[src/nwfs_pkg.sv]
// nwfs_pkg: field widths, saturation limits and the result word type shared by
// the no-wait flow shop evaluator. No dependencies.
package nwfs_pkg;

	localparam int PROC_W = 16;  // processing time per machine
	localparam int CFG_W  = 5;   // machine count register
	localparam int TIME_W = 32;  // time values, saturating
	localparam int COST_W = 40;  // total completion time, saturating

	localparam logic [TIME_W-1:0] TIME_MAX = '1;
	localparam logic [COST_W-1:0] COST_MAX = '1;

	typedef logic [TIME_W-1:0] tval_t;

	typedef struct packed {
		logic [TIME_W-1:0] job_completion;
		logic [COST_W-1:0] total_cost;
		logic              overflow;
	} result_t;

endpackage

[src/no_wait_flow_shop_evaluator.sv]
// no_wait_flow_shop_evaluator: top level of the no-wait flow shop evaluator.
// Depends on nwfs_pkg, nwfs_front, nwfs_queue and nwfs_back.
//
// Takes processing times one word per machine, job after job, and gives one
// result word per job on its last machine: the job's completion time, the
// running total completion time of the sequence and a sticky overflow flag
// (times saturate at 2^32-1, the cost at 2^40-1). Raise new_sequence on the
// first word of a sequence; it drops any partial job. machine_count (1 to
// MAX_MACHINES, 0 acts as 1, larger acts as MAX_MACHINES) is written through
// the cfg channel, which is always ready; the user must write it only while
// the block is idle, which the block does not enforce. Raising it after a
// job of the current sequence has finished reads store entries that were
// never written. Rate is one word per clock, sustained, whatever the mix of
// jobs, unless the result side stalls: the delay and prefix update for a word
// is done in a single evaluation stage, and the previous job's per-machine
// prefixes sit in a MAX_MACHINES-entry store read one word ahead with a
// same-edge bypass, so no bubbles are needed at job boundaries. Words pass
// the input queue, store read, evaluation and cost add in turn. Four-entry
// queues at the input and result sides let either side stall without
// stopping the other; full only rises when the input queue backs up behind
// a stalled result side. No clearing pass is needed after reset.
module no_wait_flow_shop_evaluator
	import nwfs_pkg::*;
#(
	parameter int MAX_MACHINES = 16
) (
	input  logic                clk,
	input  logic                arst_n,
	// configuration
	input  logic                cfg_valid,
	output logic                cfg_ready,
	input  logic [CFG_W-1:0]    machine_count,
	// input words
	input  logic                push,
	output logic                full,
	input  logic [PROC_W-1:0]   processing_time,
	input  logic                new_sequence,
	// result words
	output logic                empty,
	input  logic                pop,
	output logic [TIME_W-1:0]   job_completion,
	output logic [COST_W-1:0]   total_cost,
	output logic                overflow
);

	localparam int IdxW   = (MAX_MACHINES > 1) ? $clog2(MAX_MACHINES) : 1;
	localparam int ItemW  = PROC_W + 2 + IdxW;
	localparam int QDepth = 4;

	logic             fq_push, fq_full, fq_pop, fq_empty;
	logic [ItemW-1:0] fq_wdata, fq_rdata;
	logic             rq_push, rq_full;
	result_t          rq_wdata, rq_rdata;

	// classification: machine index and last-machine mark per word
	nwfs_front #(
		.MAX_MACHINES (MAX_MACHINES)
	) u_front (
		.clk       (clk),
		.arst_n    (arst_n),
		.cfg_valid (cfg_valid),
		.cfg_ready (cfg_ready),
		.cfg_count (machine_count),
		.in_push   (push),
		.in_time   (processing_time),
		.in_new    (new_sequence),
		.q_full    (fq_full),
		.q_push    (fq_push),
		.q_data    (fq_wdata)
	);

	assign full = fq_full;

	// decouples classification from evaluation
	nwfs_queue #(
		.Width (ItemW),
		.Depth (QDepth)
	) u_in_queue (
		.clk    (clk),
		.arst_n (arst_n),
		.push   (fq_push),
		.wdata  (fq_wdata),
		.full   (fq_full),
		.pop    (fq_pop),
		.rdata  (fq_rdata),
		.empty  (fq_empty)
	);

	// store read, delay evaluation, cost add
	nwfs_back #(
		.MAX_MACHINES (MAX_MACHINES)
	) u_back (
		.clk     (clk),
		.arst_n  (arst_n),
		.q_empty (fq_empty),
		.q_pop   (fq_pop),
		.q_data  (fq_rdata),
		.r_full  (rq_full),
		.r_push  (rq_push),
		.r_data  (rq_wdata)
	);

	// result words wait here for the consumer
	nwfs_queue #(
		.Width ($bits(result_t)),
		.Depth (QDepth)
	) u_out_queue (
		.clk    (clk),
		.arst_n (arst_n),
		.push   (rq_push),
		.wdata  (rq_wdata),
		.full   (rq_full),
		.pop    (pop),
		.rdata  (rq_rdata),
		.empty  (empty)
	);

	assign job_completion = rq_rdata.job_completion;
	assign total_cost     = rq_rdata.total_cost;
	assign overflow       = rq_rdata.overflow;

endmodule

[src/nwfs_queue.sv]
// nwfs_queue: small synchronous FIFO with full/empty flags.
// Uses no package; width and depth come from parameters.
module nwfs_queue #(
	parameter int Width = 8,
	parameter int Depth = 4
) (
	input  logic             clk,
	input  logic             arst_n,
	input  logic             push,
	input  logic [Width-1:0] wdata,
	output logic             full,
	input  logic             pop,
	output logic [Width-1:0] rdata,
	output logic             empty
);

	localparam int PtrW = (Depth > 1) ? $clog2(Depth) : 1;

	logic [Width-1:0] slot_q [Depth];
	logic [PtrW-1:0]  wr_ptr_q, rd_ptr_q;
	logic [PtrW:0]    count_q;
	logic             do_push, do_pop;

	assign full    = (count_q == (PtrW+1)'(Depth));
	assign empty   = (count_q == '0);
	assign do_push = push & ~full;
	assign do_pop  = pop & ~empty;
	assign rdata   = slot_q[rd_ptr_q];

	always_ff @(posedge clk or negedge arst_n) begin
		if (!arst_n) begin
			wr_ptr_q <= '0;
			rd_ptr_q <= '0;
			count_q  <= '0;
		end else begin
			if (do_push)
				wr_ptr_q <= (wr_ptr_q == PtrW'(Depth - 1)) ? '0 : wr_ptr_q + PtrW'(1);
			if (do_pop)
				rd_ptr_q <= (rd_ptr_q == PtrW'(Depth - 1)) ? '0 : rd_ptr_q + PtrW'(1);
			if (do_push && !do_pop)
				count_q <= count_q + (PtrW+1)'(1);
			else if (do_pop && !do_push)
				count_q <= count_q - (PtrW+1)'(1);
		end
	end

	always_ff @(posedge clk) begin
		if (do_push)
			slot_q[wr_ptr_q] <= wdata;
	end

	a_flags_exclusive: assert property (@(posedge clk) disable iff (!arst_n)
		full |-> !empty)
		else $error("queue flags full and empty together");

	a_count_bound: assert property (@(posedge clk) disable iff (!arst_n)
		count_q <= (PtrW+1)'(Depth))
		else $error("queue count beyond depth");

endmodule

[src/nwfs_front.sv]
// nwfs_front: machine count register and input classification (machine index,
// last-machine mark). Depends on nwfs_pkg.
module nwfs_front
	import nwfs_pkg::*;
#(
	parameter int MAX_MACHINES = 16
) (
	input  logic                 clk,
	input  logic                 arst_n,
	input  logic                 cfg_valid,
	output logic                 cfg_ready,
	input  logic [CFG_W-1:0]     cfg_count,
	input  logic                 in_push,
	input  logic [PROC_W-1:0]    in_time,
	input  logic                 in_new,
	input  logic                 q_full,
	output logic                 q_push,
	output logic [PROC_W+1+((MAX_MACHINES > 1) ? $clog2(MAX_MACHINES) : 1):0] q_data
);

	localparam int IdxW = (MAX_MACHINES > 1) ? $clog2(MAX_MACHINES) : 1;
	localparam int CntW = $clog2(MAX_MACHINES + 1);

	logic [CFG_W-1:0] count_q;
	logic [IdxW-1:0]  idx_q;
	logic [IdxW-1:0]  idx_now;
	logic [CntW-1:0]  m_eff, idx_inc;
	logic             is_last;

	assign cfg_ready = 1'b1;
	assign q_push    = in_push & ~q_full;

	// out-of-range counts: zero acts as one, above the store depth as the depth
	always_comb begin
		if (count_q == '0)
			m_eff = CntW'(1);
		else if (32'(count_q) >= 32'(MAX_MACHINES))
			m_eff = CntW'(MAX_MACHINES);
		else
			m_eff = CntW'(count_q);
	end

	assign idx_now = in_new ? '0 : idx_q;
	assign idx_inc = CntW'(idx_now) + CntW'(1);
	assign is_last = (idx_inc >= m_eff);
	assign q_data  = {in_time, in_new, is_last, idx_now};

	always_ff @(posedge clk or negedge arst_n) begin
		if (!arst_n) begin
			count_q <= CFG_W'(1);
			idx_q   <= '0;
		end else begin
			if (cfg_valid)
				count_q <= cfg_count;
			if (q_push)
				idx_q <= is_last ? '0 : IdxW'(idx_inc);
		end
	end

	a_idx_range: assert property (@(posedge clk) disable iff (!arst_n)
		32'(idx_q) < 32'(MAX_MACHINES))
		else $error("machine index outside the store");

endmodule

[src/nwfs_back.sv]
// nwfs_back: prefix store, start-delay evaluation and cost accumulation.
// Three stages: store read, job evaluation, cost add. Depends on nwfs_pkg.
module nwfs_back
	import nwfs_pkg::*;
#(
	parameter int MAX_MACHINES = 16
) (
	input  logic    clk,
	input  logic    arst_n,
	input  logic    q_empty,
	output logic    q_pop,
	input  logic [PROC_W+1+((MAX_MACHINES > 1) ? $clog2(MAX_MACHINES) : 1):0] q_data,
	input  logic    r_full,
	output logic    r_push,
	output result_t r_data
);

	localparam int IdxW = (MAX_MACHINES > 1) ? $clog2(MAX_MACHINES) : 1;
	localparam int CntW = $clog2(MAX_MACHINES + 1);
	localparam int TW1  = TIME_W + 1;
	localparam int TW2  = TIME_W + 2;
	localparam int CW1  = COST_W + 1;

	// incoming word
	logic [PROC_W-1:0] q_time;
	logic              q_new, q_last;
	logic [IdxW-1:0]   q_idx;
	logic [CntW-1:0]   q_inc;
	logic [IdxW-1:0]   raddr;

	// stage 1: store read
	logic              valid_s1, new_s1, last_s1, byp_s1;
	logic [PROC_W-1:0] time_s1;
	logic [IdxW-1:0]   idx_s1, raddr_s1;
	tval_t             mem_rd_s1, bypd_s1, rd1;

	// stage 2: job evaluation
	logic              valid_s2, new_s2, last_s2;
	logic [PROC_W-1:0] time_s2;
	logic [IdxW-1:0]   idx_s2;
	tval_t             rd_s2;

	// stage 3: cost add
	logic              valid_s3, clr_s3, ovf_s3;
	tval_t             compl_s3;

	tval_t store_mem [MAX_MACHINES];

	// per-sequence state
	tval_t              rp_q, cd_q, pd_q, rp0_q, store0_q;
	logic               first_q, ovf_q, clr_q, rp0_ovf_q, covf_q;
	logic [COST_W-1:0]  cost_q;

	logic en1, en2, en3, adv1, adv2, adv3, ld1, we;

	// evaluation terms
	logic        first_w, start_w, upd_w, c_ovf, ovf_w, clr_w;
	tval_t       pd_w, rp_in, cd_w, base_w, compl_w, nxt_w, diff_w, rp0_w;
	logic [TW1-1:0] sum_b, sum_t, sum_r0;
	logic [TW2-1:0] sum_c;

	logic [COST_W-1:0] cost_in, cost_new;
	logic [CW1-1:0]    sum_cost;
	logic              covf_in;

	assign {q_time, q_new, q_last, q_idx} = q_data;
	assign q_inc = CntW'(q_idx) + CntW'(1);
	// entry 0 lives in store0_q; last words need no look-ahead
	assign raddr = q_last ? '0 : IdxW'(q_inc);

	// flow control: a word that is not a job's last never waits on stage 3
	assign en3   = ~valid_s3 | ~r_full;
	assign adv3  = valid_s3 & ~r_full;
	assign adv2  = valid_s2 & (~last_s2 | en3);
	assign en2   = ~valid_s2 | adv2;
	assign en1   = ~valid_s1 | en2;
	assign adv1  = valid_s1 & en2;
	assign ld1   = ~q_empty & en1;
	assign q_pop = ld1;
	assign we    = adv2;

	assign rd1 = byp_s1 ? bypd_s1 : mem_rd_s1;

	// ---- job evaluation ----
	assign first_w = new_s2 | first_q;
	assign pd_w    = new_s2 ? '0 : pd_q;
	assign start_w = (idx_s2 == '0);
	assign rp_in   = start_w ? (first_w ? '0 : rp0_q) : rp_q;
	assign cd_w    = start_w ? '0 : cd_q;

	assign sum_b  = TW1'(rp_in) + TW1'(time_s2);
	assign base_w = sum_b[TIME_W] ? TIME_MAX : sum_b[TIME_W-1:0];

	// saturating adds of non-negative values chain freely: one three-input sum
	assign sum_c   = TW2'(rp_in) + TW2'(time_s2) + TW2'(cd_w);
	assign c_ovf   = |sum_c[TW2-1:TIME_W];
	assign compl_w = c_ovf ? TIME_MAX : sum_c[TIME_W-1:0];

	// previous job's completion on the next machine
	assign sum_t = TW1'(rd_s2) + TW1'(pd_w);
	assign nxt_w = first_w ? '0 : (sum_t[TIME_W] ? TIME_MAX : sum_t[TIME_W-1:0]);

	// nxt - base > delay  <=>  nxt > prefix + time + delay (unsaturated)
	assign upd_w  = TW2'(nxt_w) > sum_c;
	assign diff_w = nxt_w - sum_b[TIME_W-1:0];

	// machine-0 start of the following job, ready at this job's end
	assign sum_r0 = TW1'(store0_q) + TW1'(cd_w);
	assign rp0_w  = start_w ? base_w
		: (sum_r0[TIME_W] ? TIME_MAX : sum_r0[TIME_W-1:0]);

	assign ovf_w = (~new_s2 & ovf_q) | (start_w & ~first_w & rp0_ovf_q) | sum_b[TIME_W]
		| (last_s2 ? c_ovf : (~first_w & sum_t[TIME_W]));
	assign clr_w = clr_q | new_s2;

	// ---- cost add ----
	assign cost_in  = clr_s3 ? '0 : cost_q;
	assign covf_in  = ~clr_s3 & covf_q;
	assign sum_cost = CW1'(cost_in) + CW1'(compl_s3);
	assign cost_new = sum_cost[COST_W] ? COST_MAX : sum_cost[COST_W-1:0];

	assign r_push = adv3;
	assign r_data = '{job_completion: compl_s3,
	                  total_cost:     cost_new,
	                  overflow:       ovf_s3 | covf_in | sum_cost[COST_W]};

	// prefix store, read data registered; same-edge write is bypassed
	always_ff @(posedge clk) begin
		if (we)
			store_mem[idx_s2] <= base_w;
		if (ld1)
			mem_rd_s1 <= store_mem[raddr];
	end

	always_ff @(posedge clk or negedge arst_n) begin
		if (!arst_n) begin
			valid_s1 <= 1'b0;
			valid_s2 <= 1'b0;
			valid_s3 <= 1'b0;
		end else begin
			if (en1)
				valid_s1 <= ld1;
			if (en2)
				valid_s2 <= valid_s1;
			if (en3)
				valid_s3 <= adv2 & last_s2;
		end
	end

	always_ff @(posedge clk) begin
		if (ld1) begin
			time_s1  <= q_time;
			new_s1   <= q_new;
			last_s1  <= q_last;
			idx_s1   <= q_idx;
			raddr_s1 <= raddr;
			byp_s1   <= we && (idx_s2 == raddr);
			bypd_s1  <= base_w;
		end
		if (adv1) begin
			time_s2 <= time_s1;
			new_s2  <= new_s1;
			last_s2 <= last_s1;
			idx_s2  <= idx_s1;
			rd_s2   <= (we && (idx_s2 == raddr_s1)) ? base_w : rd1;
		end
		if (adv2 && last_s2) begin
			compl_s3 <= compl_w;
			clr_s3   <= clr_w;
			ovf_s3   <= ovf_w;
		end
	end

	always_ff @(posedge clk or negedge arst_n) begin
		if (!arst_n) begin
			rp_q      <= '0;
			cd_q      <= '0;
			pd_q      <= '0;
			rp0_q     <= '0;
			store0_q  <= '0;
			first_q   <= 1'b1;
			ovf_q     <= 1'b0;
			clr_q     <= 1'b0;
			rp0_ovf_q <= 1'b0;
			cost_q    <= '0;
			covf_q    <= 1'b0;
		end else begin
			if (adv2) begin
				rp_q  <= base_w;
				ovf_q <= ovf_w;
				if (start_w)
					store0_q <= base_w;
				if (last_s2) begin
					cd_q      <= '0;
					pd_q      <= cd_w;
					first_q   <= 1'b0;
					clr_q     <= 1'b0;
					rp0_q     <= rp0_w;
					rp0_ovf_q <= ~start_w & sum_r0[TIME_W];
				end else begin
					cd_q    <= upd_w ? diff_w : cd_w;
					pd_q    <= pd_w;
					first_q <= first_w;
					clr_q   <= clr_w;
				end
			end
			if (adv3) begin
				cost_q <= cost_new;
				covf_q <= covf_in | sum_cost[COST_W];
			end
		end
	end

	a_job_end_state: assert property (@(posedge clk) disable iff (!arst_n)
		(adv2 && last_s2) |=> (cd_q == '0) && !first_q)
		else $error("delay or first-job mark not settled at job end");

	a_inner_no_wait: assert property (@(posedge clk) disable iff (!arst_n)
		(valid_s2 && !last_s2) |-> adv2)
		else $error("inner machine word held in evaluation stage");

	a_result_held: assert property (@(posedge clk) disable iff (!arst_n)
		(valid_s3 && r_full) |=> valid_s3 && $stable(compl_s3))
		else $error("pending result lost while result queue full");

endmodule

[config.mk]
export PLATFORM = sky130hd
export DESIGN_NAME = no_wait_flow_shop_evaluator
export DESIGN_NICKNAME = d
export VERILOG_FILES = /design/src/nwfs_pkg.sv /design/src/no_wait_flow_shop_evaluator.sv /design/src/nwfs_queue.sv /design/src/nwfs_front.sv /design/src/nwfs_back.sv
export SDC_FILE = /design/constraint.sdc
export NUM_CORES = 2
export LEC_CHECK = 0
export BUFFER_PORTS_ARGS = -buffer_cell sky130_fd_sc_hd__buf_2
export CORE_AREA = 4 4 374 376
export CTS_BUF_LIST = sky130_fd_sc_hd__clkbuf_4
export DETAILED_ROUTE_END_ITERATION = 8
export DIE_AREA = 0 0 378 380
export HOLD_SLACK_MARGIN = 0.05
export PLACE_DENSITY = 0.7
export RECOVER_POWER = 50
export REMOVE_ABC_BUFFERS = 1
export SYNTH_ARGS = -nofsm -noshare
export SYNTH_HDL_FRONTEND = slang
export SYNTH_SLANG_ARGS = --single-unit
export TNS_END_PERCENT = 50
[constraint.sdc]
create_clock -name clk -period 12 [get_ports clk]
set_input_delay 1.8 -clock clk [delete_from_list [all_inputs] [get_ports clk]]
set_output_delay 1.8 -clock clk [all_outputs]
set_load 0.01 [all_outputs]
==> results.py <==
metrics = {
    "floorplan": {
        "start_util_pct": 44.5,
        "core_um2": 137000,
        "num_rows": 136,
        "fp.dieH_um": 380,
        "dieArea_um2": 144000,
        "io_pins": 103,
        "die_width_um": 378,
    },
    "placed_design": {
        "gp_congestion": 0.943,
        "io_buffers": 101,
        "hpwl_um": 107000,
    },
    "run_status": {
        "failed_checks": "capacitance limit, slew limit",
        "status": "complete, but fails checks",
    },
    "timing": {
        "setup_viol": 0,
        "period_minus_slack_ps": 10330,
        "fin_crit_sh_pct": 86.1,
        "rsz0062_at_grt": "no",
        "slew_headroom_pct": -258,
        "tns_ps": 0,
        "fin_skew_ps": 118,
        "worst_pin_slew_ps": 5370,
        "hold_viol_final": 0,
        "maxSlewViolCount": 1457,
        "fmax_ghz": 0.0968,
    },
    "clocking": {
        "cts.sinks": 1302,
        "cts-resized-gates": 0,
        "htree_levels": 5,
        "cts_buffer_depth": 4,
        "clk_pin_slew_ps": 70,
        "cts_buffers": 342,
        "cts_tree": "yes",
        "cts_setup_buffers": 0,
        "clock-root-buffer": "clkbuf_4",
        "ctsHoldBuffers": 0,
        "clk-insertion-delay-late_ps": 1320,
    },
    "worst_setup_path": {
        "ff2ff_setup_slack_ps": 1670,
        "path_max_fanout": 39,
        "critPathArrivalTime_ps": 11430,
        "crit_slowest_cell": "or4_1",
        "crit_start": "u_back.idx_s2[0]",
        "reg2reg_to": "u_back.cd_q[31]",
        "critPathLaunchType": "flop",
        "critPathCaptureType": "flop",
        "required_ps": 13100,
        "crit_path_max_incr_delay_ps": 1240,
        "crit_top_cell": "nand2_1",
        "criticalPathCategory": "reg -> reg",
        "r2r_start": "u_back.idx_s2[0]",
        "endpoint": "u_back.cd_q[31]",
        "worstRegToRegCells": 30,
    },
    "yosys": {
        "async_flop_share_pct": 17.7,
        "syn_area_um2": 60900,
        "synth_edf_count": 1071,
        "synth_ff_type": "edfxtp_1",
        "avgSynthCellArea_um2": 12.4,
        "yosysUniqueCellTypes": 93,
        "yosysWarnings": 0,
        "netlist_instances": 4916,
        "synth-seq-cells": 1302,
        "seq_area_frac_synth_pct": 62.3,
    },
    "final_layout": {
        "mostFrequentLayoutCells": "edfxtp_1, nand2_1, clkbuf_4",
        "drive_above_1_share_pct": 15.0,
        "fin_util_pct": 49.3,
        "final_common_cell": "edfxtp_1",
        "syn_to_final_growth_pct": 10.6,
        "nNetsFinal": 5443,
    },
    "drt": {
        "first_iter_violations": 4038,
        "ant_nets": 0,
        "num_vias": 41921,
        "drc": 0,
        "drt_pass1_iterations": 6,
        "wl_um": 167000,
        "viasPerCell": 5.80,
        "wl_per_cell_um": 23.1,
    },
    "min_path": {
        "hp-class": "reg -> reg",
        "whs_path_depth": 0,
    },
    "grt": {
        "grt_max_degree": 145,
        "grt.overflow.total": 0,
        "track_usage_pct": 22.8,
        "antenna_found_initial": 3,
        "grt_pass1_vias": 41379,
        "grt_pass1_wl_um": 251000,
    },
    "job": {
        "maxCapViolCount": 36,
    },
}
worst min-delay path by stage:
stage                                  start            endpoint  slack (ps)
after CTS                  u_back.time_s1[2]   u_back.time_s2[2]         420
after global placement    u_back.time_s1[13]  u_back.time_s2[13]         400
final                      u_back.time_s1[2]   u_back.time_s2[2]         420
after floorplan             u_back.idx_s1[0]    u_back.idx_s2[0]         400
after detailed placement    u_back.idx_s1[1]    u_back.idx_s2[1]         400
after global routing        u_back.idx_s1[1]    u_back.idx_s2[1]         430
stage by stage:
stage,instance area (µm²),std cells,setup WS (ps),hold WS [ps]
finish,67400,7222,1670,416
CTS,67700,7216,2280,417
detailed placement,63500,6631,2350,405
floorplan,60000,4663,-701,400
global placement,63500,6631,2530,401
global route,67400,7221,854,430
cells by family after synthesis:
logic type | share of synthesized area (%)
AOI/OAI and AO/OA | 11.9
xor gates and xnor gates | 2.59
adders and majority gates | 4.92
buffers and inverters | 2.59
DFF | 62.3
muxes | 4.48
other | 0.00615
and+or+nand+nor | 11.3
sequential cells by signal, summed over array words and instances (netlist names), 32 cells and up:
register            count
u_back.mem_rd_s1       32
u_back.pd_q            32
u_back.cd_q            32
u_back.rp0_q           32
u_out_queue.slot_q    292
u_back.store_mem      512
u_back.rd_s2           32
u_back.bypd_s1         32
u_back.store0_q        32
u_back.rp_q            32
u_back.compl_s3        32
u_back.cost_q          40
u_in_queue.slot_q      88
worst max-delay path: cells and delay by family, from the launching register on:
kind	cells	cell delay, ps
AND/OR/NAND/NOR	11	3630
XOR/XNOR	2	360
adder cells (fa/ha/maj)	3	1110
AO/OA/AOI/OAI	11	3720
flip-flops	1	560
buffers and inverters	3	770
synth_stat cells (8+ instances only):
library cell / instances / area [µm²]
xnor2_1: 89 / 780
nand3_1: 156 / 781
o21ai_0: 199 / 996
buf_1: 29 / 109
and2_1: 29 / 181
o21bai_1: 21 / 158
nand4_1: 25 / 156
a31oi_1: 85 / 532
nor2_1: 271 / 1020
buf_2: 9 / 45.0
mux2_2: 24 / 270
a21boi_0: 10 / 75.1
inv_1: 151 / 567
o21ai_1: 8 / 40.0
a22o_1: 39 / 342
o221ai_1: 10 / 87.6
mux2i_1: 34 / 340
xor2_1: 91 / 797
fa_1: 8 / 160
mux4_2: 94 / 2120
ha_1: 227 / 2840
nor4_1: 10 / 62.6
o31ai_1: 14 / 105
a21o_1: 91 / 683
o22ai_1: 98 / 613
and3_1: 96 / 601
or3_1: 12 / 75.1
a211oi_1: 55 / 413
a311oi_1: 70 / 613
nand2_1: 700 / 2630
a21oi_1: 310 / 1550
nor3_1: 39 / 195
dfrtp_1: 229 / 5730
nor2b_1: 91 / 569
o21a_1: 35 / 263
o211ai_1: 14 / 105
or2_2: 13 / 81.3
edfxtp_1: 1071 / 32200
nand2b_1: 42 / 263
clkbuf_1: 209 / 785
area by class of cell:
cell class | instances | area (µm²)
Antenna cell | 6 | 15.0
Clock inverter | 98 | 490
Sequential cell | 1302 | 38000
Inverter | 155 | 594
Fill cell | 12081 | 69400
Timing Repair Buffer | 174 | 915
Clock buffer | 487 | 3660
Multi-Input combinational cell | 3206 | 21600
Tap cell | 1794 | 2240
layer usage:
| layer | part of all wire (%) | wire length [µm] | global-route usage, % |
|---|---|---|---|
| met5 | 0 | 0 | 0 |
| met1 | 40 | 66800 | 29.6 |
| met4 | 4.1 | 6770 | 9.96 |
| met3 | 7.2 | 12000 | 4.02 |
| met2 | 49 | 81400 | 37.7 |
Power is left out: the tool's default activity adds up to more than one toggle a clock period on the data nets, which glitch-free logic cannot reach.
